`src/mbrw_pkg.sv`:
```
// Package for the Modbus RTU read/write slave.
// Holds the payload structs, the sequencer states, the function codes and the CRC step.
// No dependencies.
`default_nettype none

package mbrw_pkg;

  typedef struct packed {
    logic [7:0] rx_byte;
    logic       frame_end;
  } rx_item_t;

  typedef struct packed {
    logic [7:0] tx_byte;
    logic       tx_last;
  } tx_item_t;

  typedef enum logic [2:0] {
    S_CLEAR_MEM,
    S_IDLE,
    S_RX_SHIFT,
    S_CHECK,
    S_RD_REQ,
    S_TX_BYTE,
    S_TX_SHIFT
  } state_t;

  localparam logic [7:0]  FN_READ  = 8'h03;
  localparam logic [7:0]  FN_WRITE = 8'h06;
  localparam logic [15:0] CRC_INIT = 16'hFFFF;
  localparam logic [15:0] CRC_POLY = 16'hA001;

  // One bit of the reflected Modbus CRC-16.
  function automatic logic [15:0] crc_step(input logic [15:0] c);
    logic [15:0] s;
    s = {1'b0, c[15:1]};
    if (c[0]) begin
      s = s ^ CRC_POLY;
    end
    return s;
  endfunction

endpackage

`default_nettype wire

```
`src/mbrw_ram.sv`:
```
// Generic single-port-write, single-port-read RAM with a registered read.
// Used for the holding register file. No dependencies.
`default_nettype none

module mbrw_ram #(
  parameter int WIDTH = 16,
  parameter int DEPTH = 64
) (
  input  wire logic                                 clk,
  input  wire logic                                 we,
  input  wire logic [(DEPTH > 1 ? $clog2(DEPTH) : 1)-1:0] waddr,
  input  wire logic [WIDTH-1:0]                     wdata,
  input  wire logic                                 re,
  input  wire logic [(DEPTH > 1 ? $clog2(DEPTH) : 1)-1:0] raddr,
  output logic      [WIDTH-1:0]                     rdata
);

  logic [WIDTH-1:0] mem [DEPTH];

  always_ff @(posedge clk) begin
    if (we) begin
      mem[waddr] <= wdata;
    end
    if (re) begin
      rdata <= mem[raddr];
    end
  end

endmodule

`default_nettype wire

```
`src/modbus_rtu_slave_read_write_unit.sv`:
```
// Top level of the Modbus RTU slave for read holding registers and write single register.
// Depends on mbrw_pkg and mbrw_ram.
`default_nettype none

// Channel   Handshake            Payload
// rx        rx_valid / rx_stall  rx_data  (rx_byte, frame_end)
// tx        tx_valid / tx_stall  tx_data  (tx_byte, tx_last)
// cfg       cfg_wr_en            cfg_wr_data (device address)
//
// The first two bytes of a frame are taken in S_IDLE alone; each later byte also passes through
// S_RX_SHIFT, since the bit-serial CRC unit shifts one bit per cycle. The last byte adds S_CHECK.
// Each response byte before the CRC passes S_TX_BYTE and S_TX_SHIFT on the same CRC unit, each
// read register adds S_RD_REQ for its RAM read, and the two CRC bytes are sent from S_TX_BYTE.
// After reset a clearing pass in S_CLEAR_MEM zeroes the register file; rx is stalled.
// A full output register held by tx_stall pauses the response until the byte is taken.

module modbus_rtu_slave_read_write_unit #(
  parameter int REG_COUNT = 64,
  parameter int MAX_READ  = 16,
  parameter int MAX_FRAME = 256
) (
  input  wire logic                clk,
  input  wire logic                rst,
  input  wire logic                cfg_wr_en,
  input  wire logic [7:0]          cfg_wr_data,
  input  wire logic                rx_valid,
  output logic                     rx_stall,
  input  wire mbrw_pkg::rx_item_t  rx_data,
  output logic                     tx_valid,
  input  wire logic                tx_stall,
  output mbrw_pkg::tx_item_t       tx_data
);

  import mbrw_pkg::*;

  localparam int ADDR_W   = (REG_COUNT > 1) ? $clog2(REG_COUNT) : 1;
  localparam int LEN_W    = $clog2(MAX_FRAME + 2);
  localparam int TX_IDX_W = $clog2(6 + 2 * MAX_READ);

  state_t              state, state_next;
  logic [2:0]          bit_cnt, bit_cnt_next;
  logic [LEN_W-1:0]    len, len_next;
  logic [15:0]         trailing, trailing_next;
  logic [15:0]         crc, crc_next;
  logic [7:0]          hdr [6];
  logic [7:0]          hdr_next [6];
  logic [7:0]          dev_addr, dev_addr_next;
  logic [ADDR_W-1:0]   clr_addr, clr_addr_next;
  logic                frame_last, frame_last_next;
  logic                is_read, is_read_next;
  logic [TX_IDX_W-1:0] data_end, data_end_next;
  logic [TX_IDX_W-1:0] tx_idx, tx_idx_next;
  logic [ADDR_W-1:0]   rd_ptr, rd_ptr_next;
  logic                out_valid, out_valid_next;
  tx_item_t            out_data, out_data_next;

  logic                ram_we;
  logic [ADDR_W-1:0]   ram_waddr;
  logic [15:0]         ram_wdata;
  logic                ram_re;
  logic [ADDR_W-1:0]   ram_raddr;
  logic [15:0]         ram_rdata;

  logic                out_free;
  logic                load_last;
  logic [15:0]         reg_a;
  logic [15:0]         reg_v;
  logic [16:0]         range_end;
  logic                frame_ok;
  logic                read_ok;
  logic                write_ok;
  logic [7:0]          sel_byte;
  logic [TX_IDX_W-1:0] idx_inc;

  mbrw_ram #(
    .WIDTH(16),
    .DEPTH(REG_COUNT)
  ) u_regs (
    .clk  (clk),
    .we   (ram_we),
    .waddr(ram_waddr),
    .wdata(ram_wdata),
    .re   (ram_re),
    .raddr(ram_raddr),
    .rdata(ram_rdata)
  );

  assign rx_stall = (state != S_IDLE);
  assign tx_valid = out_valid;
  assign tx_data  = out_data;
  assign out_free = !out_valid || !tx_stall;

  assign reg_a     = {hdr[2], hdr[3]};
  assign reg_v     = {hdr[4], hdr[5]};
  assign range_end = {1'b0, reg_a} + {1'b0, reg_v};
  assign frame_ok  = (len >= LEN_W'(4)) && (len <= LEN_W'(MAX_FRAME)) &&
                     ({trailing[7:0], trailing[15:8]} == crc) && (hdr[0] == dev_addr);
  assign read_ok   = (hdr[1] == FN_READ) && (reg_v != 16'd0) &&
                     (reg_v <= 16'(MAX_READ)) && (range_end <= 17'(REG_COUNT));
  assign write_ok  = (hdr[1] == FN_WRITE) && ({1'b0, reg_a} < 17'(REG_COUNT));
  assign idx_inc   = tx_idx + 1'b1;

  always_comb begin
    if (tx_idx == TX_IDX_W'(0)) begin
      sel_byte = dev_addr;
    end else if (tx_idx == TX_IDX_W'(1)) begin
      sel_byte = is_read ? FN_READ : FN_WRITE;
    end else if (tx_idx == TX_IDX_W'(2)) begin
      sel_byte = is_read ? {reg_v[6:0], 1'b0} : hdr[2];
    end else if (is_read) begin
      sel_byte = tx_idx[0] ? ram_rdata[15:8] : ram_rdata[7:0];
    end else begin
      case (tx_idx[2:0])
        3'd3:    sel_byte = hdr[3];
        3'd4:    sel_byte = hdr[4];
        3'd5:    sel_byte = hdr[5];
        default: sel_byte = hdr[2];
      endcase
    end
  end

  always_comb begin
    state_next      = state;
    bit_cnt_next    = bit_cnt;
    len_next        = len;
    trailing_next   = trailing;
    crc_next        = crc;
    hdr_next        = hdr;
    dev_addr_next   = dev_addr;
    clr_addr_next   = clr_addr;
    frame_last_next = frame_last;
    is_read_next    = is_read;
    data_end_next   = data_end;
    tx_idx_next     = tx_idx;
    rd_ptr_next     = rd_ptr;
    out_valid_next  = out_valid && tx_stall;
    out_data_next   = out_data;
    ram_we          = 1'b0;
    ram_waddr       = reg_a[ADDR_W-1:0];
    ram_wdata       = reg_v;
    ram_re          = 1'b0;
    ram_raddr       = rd_ptr;
    load_last       = 1'b0;

    if (cfg_wr_en) begin
      dev_addr_next = cfg_wr_data;
    end

    case (state)
      S_CLEAR_MEM: begin
        ram_we    = 1'b1;
        ram_waddr = clr_addr;
        ram_wdata = 16'd0;
        if (clr_addr == ADDR_W'(REG_COUNT - 1)) begin
          state_next = S_IDLE;
        end else begin
          clr_addr_next = clr_addr + 1'b1;
        end
      end
      S_IDLE: begin
        if (rx_valid) begin
          if (len < LEN_W'(6)) begin
            hdr_next[len[2:0]] = rx_data.rx_byte;
          end
          trailing_next   = {trailing[7:0], rx_data.rx_byte};
          frame_last_next = rx_data.frame_end;
          if (len != LEN_W'(MAX_FRAME + 1)) begin
            len_next = len + 1'b1;
          end
          if (len >= LEN_W'(2)) begin
            crc_next     = crc ^ {8'h00, trailing[15:8]};
            bit_cnt_next = 3'd0;
            state_next   = S_RX_SHIFT;
          end else if (rx_data.frame_end) begin
            state_next = S_CHECK;
          end
        end
      end
      S_RX_SHIFT: begin
        crc_next     = crc_step(crc);
        bit_cnt_next = bit_cnt + 1'b1;
        if (bit_cnt == 3'd7) begin
          state_next = frame_last ? S_CHECK : S_IDLE;
        end
      end
      S_CHECK: begin
        tx_idx_next = '0;
        rd_ptr_next = reg_a[ADDR_W-1:0];
        crc_next    = CRC_INIT;
        if (frame_ok && read_ok) begin
          is_read_next  = 1'b1;
          data_end_next = TX_IDX_W'({reg_v[7:0], 1'b0} + 9'd3);
          state_next    = S_TX_BYTE;
        end else if (frame_ok && write_ok) begin
          ram_we        = 1'b1;
          is_read_next  = 1'b0;
          data_end_next = TX_IDX_W'(6);
          state_next    = S_TX_BYTE;
        end else begin
          len_next      = '0;
          trailing_next = 16'd0;
          for (int i = 0; i < 6; i++) begin
            hdr_next[i] = 8'h00;
          end
          state_next = S_IDLE;
        end
      end
      S_RD_REQ: begin
        ram_re      = 1'b1;
        rd_ptr_next = rd_ptr + 1'b1;
        state_next  = S_TX_BYTE;
      end
      S_TX_BYTE: begin
        if (out_free) begin
          out_valid_next = 1'b1;
          if (tx_idx < data_end) begin
            out_data_next = '{tx_byte: sel_byte, tx_last: 1'b0};
            crc_next      = crc ^ {8'h00, sel_byte};
            bit_cnt_next  = 3'd0;
            state_next    = S_TX_SHIFT;
          end else if (tx_idx == data_end) begin
            out_data_next = '{tx_byte: crc[7:0], tx_last: 1'b0};
            tx_idx_next   = idx_inc;
          end else begin
            load_last     = 1'b1;
            out_data_next = '{tx_byte: crc[15:8], tx_last: 1'b1};
            crc_next      = CRC_INIT;
            len_next      = '0;
            trailing_next = 16'd0;
            for (int i = 0; i < 6; i++) begin
              hdr_next[i] = 8'h00;
            end
            state_next = S_IDLE;
          end
        end
      end
      S_TX_SHIFT: begin
        crc_next     = crc_step(crc);
        bit_cnt_next = bit_cnt + 1'b1;
        if (bit_cnt == 3'd7) begin
          tx_idx_next = idx_inc;
          if (is_read && idx_inc[0] && (idx_inc >= TX_IDX_W'(3)) && (idx_inc < data_end)) begin
            state_next = S_RD_REQ;
          end else begin
            state_next = S_TX_BYTE;
          end
        end
      end
      default: begin
        state_next = S_IDLE;
      end
    endcase
  end

  always_ff @(posedge clk) begin
    if (rst) begin
      state     <= S_CLEAR_MEM;
      bit_cnt   <= 3'd0;
      len       <= '0;
      trailing  <= 16'd0;
      crc       <= CRC_INIT;
      dev_addr  <= 8'd1;
      clr_addr  <= '0;
      out_valid <= 1'b0;
      for (int i = 0; i < 6; i++) begin
        hdr[i] <= 8'h00;
      end
    end else begin
      state     <= state_next;
      bit_cnt   <= bit_cnt_next;
      len       <= len_next;
      trailing  <= trailing_next;
      crc       <= crc_next;
      dev_addr  <= dev_addr_next;
      clr_addr  <= clr_addr_next;
      out_valid <= out_valid_next;
      hdr       <= hdr_next;
    end
  end

  always_ff @(posedge clk) begin
    frame_last <= frame_last_next;
    is_read    <= is_read_next;
    data_end   <= data_end_next;
    tx_idx     <= tx_idx_next;
    rd_ptr     <= rd_ptr_next;
    out_data   <= out_data_next;
  end

`ifndef SYNTHESIS
  a_bit_cnt_idle: assert property (@(posedge clk) disable iff (rst)
    (state != S_RX_SHIFT && state != S_TX_SHIFT) |-> (bit_cnt == 3'd0))
    else $error("Bit counter is nonzero outside a shift state.");

  a_len_sat: assert property (@(posedge clk) disable iff (rst)
    len <= LEN_W'(MAX_FRAME + 1))
    else $error("Frame length passed its saturation value.");

  a_tx_idx_range: assert property (@(posedge clk) disable iff (rst)
    (state == S_TX_BYTE || state == S_TX_SHIFT || state == S_RD_REQ) |->
      (tx_idx <= data_end + 1'b1))
    else $error("Response index ran past the CRC bytes.");

  a_last_clears: assert property (@(posedge clk) disable iff (rst)
    load_last |=> (state == S_IDLE && len == '0 && crc == CRC_INIT))
    else $error("Frame state not cleared after the final response byte.");

  a_ram_ports: assert property (@(posedge clk) disable iff (rst)
    !(ram_we && ram_re))
    else $error("Register file written and read in the same cycle.");
`endif

endmodule

`default_nettype wire

```
`config.mk`:
```
export PLATFORM = sky130hd
export DESIGN_NAME = modbus_rtu_slave_read_write_unit
export DESIGN_NICKNAME = d
export VERILOG_FILES = /design/src/mbrw_pkg.sv /design/src/mbrw_ram.sv /design/src/modbus_rtu_slave_read_write_unit.sv
export SDC_FILE = /design/constraint.sdc
export NUM_CORES = 2
export LEC_CHECK = 0
export ABC_AREA = 0
export BUFFER_PORTS_ARGS = -buffer_cell sky130_fd_sc_hd__buf_2
export CORE_MARGIN = 4
export CORE_UTILIZATION = 40
export CTS_CLUSTER_SIZE = 10
export DETAILED_ROUTE_END_ITERATION = 12
export PLACE_DENSITY = 0.57
export SLEW_MARGIN = 40
export SYNTH_ARGS = -nofsm -noshare
export SYNTH_HDL_FRONTEND = slang
export SYNTH_SLANG_ARGS = --single-unit
```
`constraint.sdc`:
```
create_clock -name clk -period 5 [get_ports clk]
set_clock_uncertainty 0.2 [all_clocks]
set_input_delay 0.5 -clock clk [delete_from_list [all_inputs] [get_ports clk]]
set_output_delay 0.5 -clock clk [all_outputs]
set_load 0.01 [all_outputs]
```
; ---- After elaboration in Yosys (flattened, before gate mapping)
; Memory sizes are Yosys's and may differ from the RTL's. A register that Yosys moved wholly into a read port is not among the register bits.
; Index checks and enable logic that the tools add are counted.
[totals]
word_cells = 201
out_inout_bits = 11
inputBits = 22
ramBits = 1024
mem_count = 1
regBits = 139
[classes]
eq_ne = 36
add_sub_neg = 7
bitwise = 5
n_reduce_logical = 38
magnitude_cmp = 12
n_mux = 81
[memory_table]
columns = memory, depth, word_bits, read_ports, rd_clocked_by_memory_dff, wr, line_no
row1 = u_regs.mem, 64, 16, 1, 1, 1, mbrw_ram.sv:18  ; logic [WIDTH-1:0] mem [DEPTH];
[ops]
columns = cell, count
row1 = two-way mux 48 bit, 7
row2 = two-way mux 16 bit, 13
row3 = case mux 48 bit (3 select lines), 1
row4 = two-way mux 9 bit, 9
row5 = case mux 16 bit (4 select lines), 1
row6 = two-way mux 8 bit, 7
row7 = bitwise mux 48 bit, 1
row8 = two-way mux 3 bit, 16
row9 = case mux 16 bit (3 select lines), 1
row10 = two-way mux 6 bit, 7
row11 = bitwise XOR 16 x 8 -> 16 bit, 2
row12 = inequality test 2 bit (second input constant), 14
row13 = case mux 9 bit (3 select lines), 1
row14 = demux 8 bit (select 3 bit), 1
row15 = case mux 8 bit (3 select lines), 1
row16 = case mux 3 bit (7 select lines), 1
row17 = adder 6 x 1 -> 6 bit (second input constant), 3
row18 = == test 3 bit (second input constant), 6
row19 = case mux 6 bit (3 select lines), 1
row20 = adder 16 x 16 -> 17 bit, 1
row21 = <= comparator 17 x 7 -> 1 bit (second input constant), 1
row22 = == test 16 bit, 1
row23 = <= comparator 16 x 5 -> 1 bit (second input constant), 1
row24 = < comparator 16 x 7 -> 1 bit (second input constant), 1
row25 = 45 further kinds, 81

; ---- Logic depth before layout (Yosys ltp)
[logic_depth]
ltp_word = 10
depth_mapped = 14
depth_no_buf = 11

; ---- Modules after synthesis
; Synthesis repeated with hierarchy kept, for this count alone.
[hier_totals]
cells_unflattened = 2928
hier_area_um2 = 49218.5
[by_module_without_submodules]
columns = module, cells_each, area_per_inst_um2, n_inst
row1 = mbrw_ram, 1828, 40189.8, 1
row2 = modbus_rtu_slave_read_write_unit, 1100, 9028.7, 1

; ---- Worst setup path after synthesis
; OpenSTA, ideal clock, no wires.
[synth_timing]
kind = register -> register
start = register len[4]
end = memory u_regs.mem[38][0], enable pin
setup_ns = 0.430
synth_period_minus_slack_ns = 4.987
arrival_ns = 4.356
n_path_buf = 1
required_time_ns = 4.370
path_stages_with_launch = 10
slack_ns = 0.013
path_cell_list = dfxtp_1 > or4_1 > nor3_1 > mux2i_1 > or3b_1 > or4_1 > clkbuf_1 > nor2b_1 > o21ai_1 > nor4_1
[synth_between]
elab_chain_len = 10
[synth_lines]
columns = element, line_no
row1 = start: declaration, modbus_rtu_slave_read_write_unit.sv:42  ; logic [LEN_W-1:0] len, len_next;
row2 = start signal: assignment, modbus_rtu_slave_read_write_unit.sv:271  ; len <= len_next;
row3 = greater-or-equal comparator 9 x 3 -> 1 bit or <= comparator 9 bit (tied branches), modbus_rtu_slave_read_write_unit.sv:96  ; assign frame_ok = (len >= LEN_W'(4)) && (len <= LEN_W'(MAX_FRAME)) &&
row4 = logical AND 1 bit (*) (2 in series), modbus_rtu_slave_read_write_unit.sv:96
row5 = logical AND 1 bit (*), modbus_rtu_slave_read_write_unit.sv:97  ; ({trailing[7:0], trailing[15:8]} == crc) && (hdr[0] == dev_addr);
row6 = logical AND 1 bit, modbus_rtu_slave_read_write_unit.sv:194  ; end else if (frame_ok && write_ok) begin
row7 = two-way mux 1 bit, modbus_rtu_slave_read_write_unit.sv:194
row8 = two-way mux 1 bit (*), modbus_rtu_slave_read_write_unit.sv:190  ; if (frame_ok && read_ok) begin
row9 = case mux 1 bit (2 select lines) (*), modbus_rtu_slave_read_write_unit.sv:149  ; case (state)
row10 = two-way mux 1 bit (*), mbrw_ram.sv:21  ; if (we) begin
row11 = two-way mux 1 bit (not written as such) (*), mbrw_ram.sv:22  ; mem[waddr] <= wdata;
row12 = end: declaration, mbrw_ram.sv:18
; Every way passes the cells marked *; elsewhere a longest branch is shown, timed or not.

; ---- Worst setup path after layout
[layout_timing]
start = register len[4]
end = memory u_regs.mem[18][8], enable pin
; The elaborated chain is that of the path after synthesis.

==> summary.txt <==
clock root buffer -> clkbuf_16
Tot Pwr -> 22.2 mW
post-route setup TNS -> 0 ns
Nets -> 2861
mux cell area share after synthesis -> 16.3%
Static Leakage -> 16.5 nW
Buffers on Ports -> 32
per-cell routed wire length -> 28.5 um
via/cell ratio -> 5.87
antenna-violating nets left -> 0
Total GRT Usage -> 20.0%
vias in the first global route -> 26400
critical path class -> register to register
clock buffer depth -> 3
largest net degree at the start of global routing -> 101
clk sinks -> 1179
I/O pin count -> 33
initial core utilization -> 40.3%
dpl ws -> 0.594 ns
Crit. End Element -> register
hold depth -> 2
Synth Instances -> 2608
post-route setup slack -> 0.484 ns
die height -> 356 um
1st-pass router iterations -> 5
YS warnings -> 0
first-pass GRT wire length -> 185000 um
post-layout min period -> 4.52 ns
grt total ovfl -> 0
Slew Limit Headroom -> 39.7%
DR iter-0 viols -> 2716
Reg2Reg Depth -> 9
H-tree depth -> 4
core area -> 120000 sq um
ys async rst share -> 0%
outcome -> complete, no violations
achievable clock frequency -> 221 MHz
simple-gate share of the synthesized area -> 4.50%
commonest cells after routing, fill and taps aside -> edfxtp_1 (1069), mux4_2 (336), nor2_1 (153), clkbuf_16 (139), buf_4 (121)
critical path arrival -> 4.71 ns
initial antenna violation count -> 2
Net Count, Synth -> 2674
CTS tree -> yes
DRC -> 0
worst slew pin tran -> 0.897 ns
Final Hold Fails -> 0
GP Congestion -> 0.874
worst skew pair latency -> 0.75 ns
DRT Wirelength -> 127000 um
XOR/XNOR share of the synthesized area -> 0.922%
Rows -> 127
die area -> 127000 sq um
register area share after synthesis -> 70.8%
complex-gate fraction of the synthesized area -> 4.80%
Die W -> 356 um
synthesized area per cell -> 18.6 sq um
final count of negative-setup-slack endpoints -> 0
top_reg_cell synth -> edfxtp_1
worst vdd ir -> 0.320 mV
layout cell share with drive strength beyond 1 -> 25.9%
largest family of logic cells by synthesized area -> multiplexers
Tcrit/Tclk final -> 90.3%
flops & latches, synth -> 1179
CP Max Fanout -> 16
post-DP HPWL -> 80400 um
Synth Area in Adders -> 1.15%
Yosys cell types -> 77
# resized after CTS -> 0
via count -> 26100
CP required -> 5.20 ns
PD cells -> 397 nW/um^2
CP startpoint kind -> register
HP Class -> primary input to register
Max-Cap Viols -> 0
Max Transition Viols Final -> 0
# fillers -> 10100
RSZ-0062 raised after global routing -> false
EDFF count, synth -> 1069
most common cell after layout, fill and taps aside -> edfxtp_1
Layout area overhead -> 15.2%
Netlist Area Pre-Place -> 48500 sq um
total CTS buffers -> 139
clk slew on worst S/H paths -> 0.05 ns
[registers in the layout, indices dropped and copies added, names as in the netlist, 6 cells and up]
register      count
clr_addr          6
dev_addr          8
hdr              48
len               9
trailing         16
tx_data           9
u_regs.rdata     16
crc              16
data_end          6
u_regs.mem     1024
tx_idx            6
ram_raddr         6
[routing by layer]
metal,GRT usage (%),vias to the layer above,routed length (um)
met3,3.95,204,9010
li1,-,11100,-
met5,0,-,0
met2,32.0,1032,60900
met4,6.50,0,3800
met1,27.6,13800,53100
[critical path: stages (launching register included)]
cell      delay, ns
dfxtp_1        0.33
or4_1          0.55
nor3_1         0.35
mux2i_1        0.28
or3b_1         0.43
or4_1          0.59
nand2_1        0.35
nand2b_1       0.51
nor2_1         0.27
buf_4          0.29
[kinds of logic (layout without fill, tap and decap cells)]
logic type,Yosys count,count (layout)
flops,1179,1179
simple gates,454,454
mux,370,370
compound gates,318,318
buf+inv,192,422
xor+xnor,51,51
fa+ha+maj,44,44
other cells,0,2
[path summary, 6_finish.rpt]
kind,from,to,slack [ns]
worst max register to register,len[4],u_regs.mem[18][8],0.48
worst min register to register,hdr[39],hdr[39],0.27
worst min-delay path,rx_valid,frame_last,0.12
worst max-delay path,len[4],u_regs.mem[18][8],0.48
[synthesized netlist by cell type, types with 38 or more instances]
| master | instances | area (sq um) |
|---|---|---|
| nand2_1 | 103 | 387 |
| edfxtp_1 | 1069 | 32100 |
| o21ai_0 | 51 | 255 |
| a21oi_1 | 76 | 380 |
| nor2_1 | 158 | 593 |
| clkbuf_1 | 114 | 428 |
| xor2_1 | 39 | 342 |
| ha_1 | 43 | 538 |
| inv_1 | 38 | 143 |
| dfxtp_1 | 110 | 2200 |
| a32o_1 | 49 | 490 |
| mux4_2 | 336 | 7570 |
[power by group]
group | total [mW] | internal [mW] | switching [mW] | leakage (nW)
Combinational | 1.99 | 0.685 | 1.31 | 5.15
Sequential | 11.1 | 11.0 | 0.140 | 9.41
Clock | 9.08 | 5.17 | 3.91 | 1.92
Total | 22.2 | 16.8 | 5.35 | 16.5
[final cells by class]
cell class | count | area [sq um] | area share (%)
Sequential cell | 1179 | 34300 | 61.5
Multi-Input combinational cell | 1237 | 13700 | 24.5
Clock buffer | 164 | 3600 | 6.45
Tap cell | 1612 | 2020 | 3.61
Timing Repair Buffer | 200 | 1710 | 3.06
Clock inverter | 20 | 383 | 0.686
Inverter | 38 | 143 | 0.256
Antenna cell | 2 | 5.00 | 0.00897
[stage by stage]
| stage | hold slack, ns | cells | util (%) | cell area (sq um) |
|---|---|---|---|---|
| 2_1_floorplan | 0.233 | 2608 | - | 48500 |
| 3_3_place_gp | 0.238 | 4239 | 42.8 | 51400 |
| 3_5_place_dp | 0.262 | 4244 | 42.9 | 51500 |
| 4_1_cts | 0.0863 | 4449 | 46.4 | 55700 |
| 5_1_grt | 0.0917 | 4450 | 46.5 | 55800 |
| 6_report | 0.124 | 4452 | 46.5 | 55800 |
[repair_timing]
item | in CTS | in global routing
hold buffers | 21 | 0
hold endpoints to repair | 12 | 0
endpoints found under the setup margin | 0 | 0
setup buffers | 0 | 0
Note: power is estimated with default switching activity, not from simulation.
